**src/hw/rtl/fbls_pkg.sv**
```systemverilog
package fbls_pkg;

    // op codes of an input item
    localparam logic [1:0] OP_STORE = 2'd0;
    localparam logic [1:0] OP_FRAME = 2'd1;
    localparam logic [1:0] OP_TICK  = 2'd2;

    // configuration register indexes
    localparam logic [1:0] REG_TONE_RELOAD = 2'd0;
    localparam logic [1:0] REG_BLANK_LINES = 2'd1;
    localparam logic [1:0] REG_LINE_REPEAT = 2'd2;

    localparam logic [7:0] RESET_BLANK  = 8'd90;
    localparam logic [3:0] RESET_REPEAT = 4'd6;
    localparam logic [3:0] MAX_REPEAT   = 4'd8;

    typedef struct packed {
        logic [1:0]  op;
        logic [10:0] store_address;
        logic [7:0]  store_data;
    } item_t;

    typedef struct packed {
        logic [1:0]  pixel_first;
        logic [1:0]  pixel_second;
        logic [1:0]  pixel_third;
        logic [1:0]  pixel_fourth;
        logic        pixels_valid;
        logic [7:0]  row_shown;
        logic        audio_level;
        logic [31:0] frame_count;
        logic        last;
    } result_t;

    typedef struct packed {
        logic clear_step;   // zero one store entry, advance clear pointer
        logic store_wr;     // store-write transaction
        logic frame_start;  // frame-start transaction
        logic tick_start;   // line-tick transaction: step tone divider
        logic blank_load;   // load a blank result into the output register
        logic read_first;   // read first byte of the current row
        logic read_next;    // read following byte
        logic pix_load;     // load fetched byte into the output register
        logic row_step;     // line done: advance repeat/row counters
    } cmd_t;

    typedef struct packed {
        logic clear_last;
        logic blank_line;
        logic out_free;
        logic issue_last;
    } stat_t;

endpackage

```
**src/hw/rtl/fbls_ctrl.sv**
```systemverilog
module fbls_ctrl (
    input  logic           clk,
    input  logic           rst_n,
    input  logic           item_valid,
    input  logic [1:0]     op,
    output logic           item_ready,
    input  fbls_pkg::stat_t stat,
    output fbls_pkg::cmd_t  cmd
);
    import fbls_pkg::*;

    typedef enum logic [1:0] {
        ST_CLEAR,
        ST_IDLE,
        ST_TICK,
        ST_LINE
    } state_t;

    state_t state_reg;
    state_t state_next;
    logic   accept;

    assign item_ready = (state_reg == ST_IDLE);
    assign accept     = item_valid && item_ready;

    always_comb
    begin
        cmd        = '0;
        state_next = state_reg;
        unique case (state_reg)
            ST_CLEAR:
            begin
                cmd.clear_step = 1'b1;
                if (stat.clear_last)
                begin
                    state_next = ST_IDLE;
                end
            end
            ST_IDLE:
            begin
                if (accept)
                begin
                    unique case (op)
                        OP_STORE: cmd.store_wr    = 1'b1;
                        OP_FRAME: cmd.frame_start = 1'b1;
                        OP_TICK:
                        begin
                            cmd.tick_start = 1'b1;
                            state_next     = ST_TICK;
                        end
                        default: ;
                    endcase
                end
            end
            ST_TICK:
            begin
                if (stat.blank_line)
                begin
                    if (stat.out_free)
                    begin
                        cmd.blank_load = 1'b1;
                        state_next     = ST_IDLE;
                    end
                end
                else
                begin
                    cmd.read_first = 1'b1;
                    state_next     = ST_LINE;
                end
            end
            ST_LINE:
            begin
                // fetched byte waits in the read register until output frees up
                if (stat.out_free)
                begin
                    cmd.pix_load = 1'b1;
                    if (stat.issue_last)
                    begin
                        cmd.row_step = 1'b1;
                        state_next   = ST_IDLE;
                    end
                    else
                    begin
                        cmd.read_next = 1'b1;
                    end
                end
            end
            default: state_next = ST_IDLE;
        endcase
    end

    always_ff @(posedge clk or negedge rst_n)
    begin
        if (!rst_n)
        begin
            state_reg <= ST_CLEAR;
        end
        else
        begin
            state_reg <= state_next;
        end
    end

endmodule

```
**config.mk**
```make
export PLATFORM = sky130hd
export DESIGN_NAME = fbls_ctrl
export DESIGN_NICKNAME = d
export VERILOG_FILES = /design/src/hw/rtl/fbls_pkg.sv /design/src/hw/rtl/fbls_ctrl.sv
export SDC_FILE = /design/constraint.sdc
export NUM_CORES = 1
export LEC_CHECK = 0
export BUFFER_PORTS_ARGS = -buffer_cell sky130_fd_sc_hd__buf_2
export CAP_MARGIN = 20
export CORE_AREA = 2 2 39 41
export DETAILED_ROUTE_END_ITERATION = 8
export DIE_AREA = 0 0 41 43
export PLACE_DENSITY = 0.51
export SLEW_MARGIN = 20
export SYNTH_ARGS = -nofsm -noshare
export SYNTH_HDL_FRONTEND = slang
export SYNTH_SLANG_ARGS = --single-unit
```
**constraint.sdc**
```tcl
create_clock -name clk -period 4 [get_ports clk]
set_input_delay 0.2 -clock clk [delete_from_list [all_inputs] [get_ports clk]]
set_output_delay 0.2 -clock clk [all_outputs]
set_load 0.05 [all_outputs]
```
==> reports/qor.csv, run 1 <==
stage,metric,value,unit
logic_synthesis,Mapped Area,241,µm²
placed_design,DP Worst Slack,2.46,ns
drt,Starting DRT DRC Count,1,
logic_synthesis,Post-Syn Instances,28,
die,Placement Rows,14,
cells_and_area,layout cell share with drive strength beyond 1,0.440,
run_status,status,"complete, no violations",
cts,clock tree buffer depth,2,
critical_path,Critical path origin,state_reg[1],
sta,Setup TNS,0,ns
placed_design,final RePlAce weighted congestion,0.751,
cts,clk_lat worst skew,0.22,ns
logic_synthesis,register area share after synthesis,0.207,
sta,Slew @ Worst Pin,0.255,ns
critical_path,Critical Path Sink Type,output pin,
critical_path,crit-path max FO,4,
die,Die X-Extent,41,µm
cts,TritonCTS Sinks,2,
logic_synthesis,YS warnings,0,
sta,RSZ-0062 raised after global routing,no,
global_route,initial antenna violation count,0,
sta,Final Skew,0.000300,ns
drt,number of detailed-route iterations in the first pass,4,
critical_path,max incr delay on CP,0.38,ns
die,IO Count,19,
cells_and_area,ANT cells,0,
drt,via/cell ratio,4.14,
critical_path,crit path kind,reg -> out,
cts,clock root cell,clkbuf_4,
power,Power Density,726,nW/µm²
sta,Final Critical Period,1.76,ns
die,Die Ht,43,µm
cts,H-tree Lvls,1,
drt,WL final,608,µm
critical_path,Slowest cell on crit path,dfrtp_1,
critical_path,CP Data Arrival Time,1.56,ns
critical_path,Critical Path Start Type,flip-flop,
sta,Final setup viols,0,
logic_synthesis,Synth top area share,0.259,
drt,Routed Antenna Nets,0,
sta,final period utilization,0.439,
global_route,total gr overflow,0,
logic_synthesis,"Avg Cell Area, Syn",8.62,µm²
logic_synthesis,"count leader, synth",ha_1,
global_route,largest net degree at the start of global routing,6,
sta,Max-slew headroom,0.831,
logic_synthesis,ys async rst share,1.00,
drt,Post-route DRC,0,
critical_path,crit-path cells,inv_1 > ha_1 > nand3_1 > nor3b_1 > buf_2,
cts,"CTS clk-pin slew, worst paths",0.03,ns
cells_and_area,area grow syn2layout,59.1,%
cells_and_area,Nets,66,
global_route,GRT Util Overall,0.0936,
sta,Hold Fails Final Rpt,0,
power,Peak VDD IR,0.348,mV
sta,Fmax,570,MHz
die,die area,1760,µm²
die,CORE AREA,1380,µm²
cts,CTS resizes,0,
drt,Routed WL per cell,9.21,µm
drt,via count,273,
logic_synthesis,syn nets,42,
die,Initial Util,0.175,
critical_path,required time of the critical path,3.80,ns
critical_path,Worst Path Buf+Inv,2,
critical_path,launch point of the worst reg-to-reg path,state_reg[0],
logic_synthesis,Yosys top cell by area,ha_1,
worst_hold_path,min-delay worst type,in -> async,
logic_synthesis,top post-synthesis cells by area,"ha_1, dfrtp_1, mux2i_1",
logic_synthesis,Post-synth EDFFs,0,
cells_and_area,max reg flops,2,
sta,Worst Hold Slack,0.287,ns
global_route,first-pass GRT wire length,1040,µm
placed_design,Port Buf Inserts,18,
global_route,vias in the first global route,280,
critical_path,cell family with most CP delay,buffers and inverters,
sta,Pins Over Slew Limit,0,
cts,Num CTS Buffers,3,
cts,CTS tree,yes,
logic_synthesis,synth unique cells,16,
logic_synthesis,"top cells by count, synth","ha_1, inv_1",
power,leak pwr,0.227,nW
logic_synthesis,ys flop type,dfrtp_1,
run,Max-cap violations,0,
logic_synthesis,"flops & latches, synth",2,
sta,Final WS setup,2.24,ns
## layout make-up
type                            count  area [µm²]
Sequential cell                     2        50.0
Tap cell                           16        20.0
Inverter                            3        11.3
Multi-Input combinational cell     23         180
Timing Repair Buffer               19         100
Fill cell                         155        1000
Clock buffer                        3        22.5
## metrics by stage
step	power [W]	instance area (µm²)	utilization	std cells
detailed placement	0.000238	352	0.254	62
CTS	0.000287	384	0.278	66
finish	0.000279	384	0.278	66
global placement	0.000237	352	0.254	62
floorplan	0.000197	241	-	28
global route	0.000309	384	0.278	66
## what timing repair did
| action | CTS | global route |
|---|---|---|
| endpoints found under the hold margin | 2 | 0 |
| hold buffers | 1 | 0 |
| setup buffers | 0 | 0 |
| endpoints found under the setup margin | 0 | 0 |
## final timing paths
check / end / slack [ns] / cells after the start
setup / recovery: cmd[6] / 2.24 / 5
hold / removal: state_reg[0] / 0.29 / 2
setup reg to reg: state_reg[1] / 2.51 / 6
hold reg to reg: state_reg[1] / 0.64 / 2
max in group asynchronous: state_reg[1] / 3.62 / 2
min in group clk: state_reg[1] / 0.41 / 4
## layout by cell type, fill, tap and decap left out
master         count
buf_2             18
ha_1               5
inv_1              3
clkbuf_4           3
nand2b_1           2
and3_1             2
nor2b_1            2
nand2_1            2
mux2i_1            2
dfrtp_1            2
nand3_1            1
nor3b_1            1
nor2_1             1
and2_1             1
nor3_1             1
o21ai_0            1
o221ai_1           1
a221o_2            1
dlygate4sd3_1      1
## metal layers
layer	routed length (µm)	up-vias	track usage
met5	0	-	0
met1	237	122	0.0971
met3	38	0	0.0314
met2	332	8	0.141
li1	-	143	-
met4	0	0	0.0800
## cell families after synthesis
logic type               Yosys count  share of synthesized area
adder cells (fa/ha/maj)            5                      0.259
buffers and inverters              3                     0.0466
flip-flops                         2                      0.207
AO/OA/AOI/OAI                      3                      0.104
multiplexers                       2                     0.0829
AND/OR/NAND/NOR                   13                      0.300
## power by group
group	internal, W	total [W]	switching (W)
clock network	0.0000331	0.0000440	0.0000109
logic	0.0000624	0.000196	0.000133
registers	0.0000305	0.0000393	0.00000881
Power figures use the tool's default switching activity.
==> inputs of run 2 (changes only) <==
Settings changed: PLACE_DENSITY 0.51 to 0.53.
Clock period 4 ns to 1.41 ns, I/O delays scaled along.
==> run 2 against run 1 <==
Against the previous run:
- the run now ends with negative setup slack left
- non-clock buffer count up 9
- clock power grew to 2.8 times the previous value
- count of clock-buffer cells in the layout did not move
- die area did not move
- via count grew 15%
- design area up 59%
- worst setup slack lost 2.3 ns
- register-to-register slack worse by 2.5 ns
- combinational power rose to 4.8 times the previous value
- critical endpoint unchanged
- highest routed layer unchanged
==> reports/qor.csv, run 2 (synthesis results as in run 1) <==
stage,metric,value,unit,change
run_status,status,"finished, violations left",,
cells_and_area,ANT cells,0,,unchanged
critical_path,Critical Path Start Type,flip-flop,,
cells_and_area,Nets,75,,+14%
cts,Num CTS Buffers,3,,unchanged
die,Die Ht,43,µm,unchanged
cells_and_area,layout cell share with drive strength beyond 1,0.780,,+0.340
cells_and_area,"commonest non-fill, non-tap cells in the layout","buf_2, buf_4, buf_6, ha_4",,
sta,Final Skew,0.000436,ns,+0.000136 ns
placed_design,placed cell areas,475,µm²,+35%
drt,Starting DRT DRC Count,0,,-1
die,die area,1760,µm²,unchanged
drt,number of detailed-route iterations in the first pass,1,,-3
cts,TritonCTS Sinks,2,,unchanged
critical_path,crit-path max FO,4,,unchanged
cells_and_area,area grow syn2layout,152,%,
sta,Final WS setup,-0.0489,ns,-2.29 ns
sta,Final setup viols,4,,+4
critical_path,CP Data Arrival Time,1.39,ns,-0.17 ns
global_route,GRT Util Overall,0.101,,+0.00694
sta,Setup TNS,-0.142,ns,-0.142 ns
critical_path,required time of the critical path,1.34,ns,-2.46 ns
cells_and_area,filler instances,129,,-17%
cells_and_area,"Core Util, Final",0.440,,+0.163
drt,via count,314,,+15%
global_route,first-pass GRT wire length,1170,µm,+13%
critical_path,Critical Path Sink Type,output pin,,
die,Die X-Extent,41,µm,unchanged
sta,final period utilization,1.03,,
cts,clock tree buffer depth,2,,unchanged
power,Power Density,1930,nW/µm²,+170%
critical_path,crit path kind,reg -> out,,
sta,RSZ-0062 raised after global routing,yes,,
global_route,initial antenna violation count,0,,unchanged
power,switching share of total power,0.481,,-0.0673
cts,H-tree Lvls,1,,unchanged
drt,Routed WL per cell,9.73,µm,+5.7%
sta,Slew @ Worst Pin,0.251,ns,-0.00422 ns
global_route,vias in the first global route,324,,+16%
drt,Post-route DRC,0,,unchanged
die,Initial Util,0.175,,unchanged
die,Placement Rows,14,,unchanged
placed_design,detailed placement HPWL,593,µm,
sta,Fmax,685,MHz,
drt,Routed Antenna Nets,0,,unchanged
power,Clock Power Share,0.106,,-0.052
die,CORE AREA,1380,µm²,unchanged
cells_and_area,Finished Cell Area,609,µm²,+59%
power,internal power,0.000609,W,+380%
placed_design,DP Worst Slack,-0.0655,ns,-2.52 ns
sta,Pins Over Slew Limit,0,,unchanged
run,Max-cap violations,0,,unchanged
cts,CTS tree,yes,,
sta,Final Critical Period,1.46,ns,
cts,"CTS clk-pin slew, worst paths",0.03,ns,about the same
cells_and_area,max reg flops,2,,unchanged
power,Seq pwr share,0.095,,-0.046
power,Net Sw Power,0.000565,W,+270%
drt,via/cell ratio,4.19,,+1.2%
power,leak pwr,0.288,nW,+27%
global_route,total gr overflow,0,,unchanged
cts,clock root cell,clkbuf_4,,
cells_and_area,"commonest non-fill, non-tap cell in the layout",buf_2,,
placed_design,Port Buf Inserts,18,,unchanged
die,IO Count,19,,unchanged
worst_hold_path,min-delay worst type,in -> async,,
sta,Max-slew headroom,0.834,,+0.00279
sta,Hold Fails Final Rpt,0,,unchanged
cts,clk_lat worst skew,0.22,ns,about the same
drt,WL final,730,µm,+20%
global_route,largest net degree at the start of global routing,6,,unchanged
run_status,failing checks,negative setup slack,,
power,combinational power share,0.799,,+0.097
placed_design,final RePlAce weighted congestion,0.700,,-6.8%
power,Peak VDD IR,0.628,mV,+81%
-- run 2: repair_timing --
item | CTS | global route
hold endpoints to repair | 2 | 0
endpoints found under the setup margin | 10 | 9
gates resized for setup | 17 | 5
hold buffers | 1 | 0
pin swaps | 4 | 1
buffers inserted | 3 | 0
-- run 2: per-stage QoR --
stage	instances	hold slack, ns	power (W)
3_3_place_gp	68	-0.140	0.000909
2_1_floorplan	28	-0.225	0.000708
6_report	75	0.163	0.00117
5_1_grt	75	0.169	0.00127
3_5_place_dp	68	-0.139	0.000918
4_1_cts	75	0.152	0.00117
-- run 2: metal layers --
metal	part of all wire	wire length, µm	global-route usage	vias up
met5	0	0	0	-
met4	0	0	0.0800	0
met3	0.079	58	0.0157	0
met2	0.56	412	0.156	12
met1	0.36	260	0.113	142
li1	-	-	-	160
-- run 2: worst paths after layout --
kind	endpoint	slack, ns	start	cells past startpoint
worst max-delay path	cmd[6]	-0.05	state_reg[1]	6
worst min-delay path	state_reg[1]	0.16	rst_n	2
worst min register to register	state_reg[0]	0.68	state_reg[0]	2
worst max register to register	state_reg[1]	-0.03	state_reg[1]	6
min in group clk	state_reg[1]	0.31	stat[2]	4
max in group asynchronous	state_reg[0]	1.15	rst_n	2
-- run 2: final cells by class --
cell class / count / area [µm²] / area share
clock buffers: 3 / 22.5 / 0.0370
inverters: 3 / 11.3 / 0.0185
multi-input cells: 23 / 287 / 0.470
flip-flops and latches: 2 / 50.0 / 0.0821
well taps: 16 / 20.0 / 0.0329
repair buffers: 28 / 219 / 0.359
-- run 2: worst max-delay path: stages (launching register included) --
cell and delay [ns]:
dfrtp_1 0.37, inv_2 0.08, buf_6 0.10, ha_4 0.14, nand3_4 0.10, nor3b_4 0.19, buf_6 0.18
-- run 2: power groups by stage --
stage | combinational (W) | clock (W) | sequential (W)
finish | 0.000939 | 0.000124 | 0.000111
global route | 0.00102 | 0.000142 | 0.000114
CTS | 0.000921 | 0.000135 | 0.000112
detailed placement | 0.000803 | 0 | 0.000116
global placement | 0.000796 | 0 | 0.000114
floorplan | 0.000590 | 0 | 0.000117
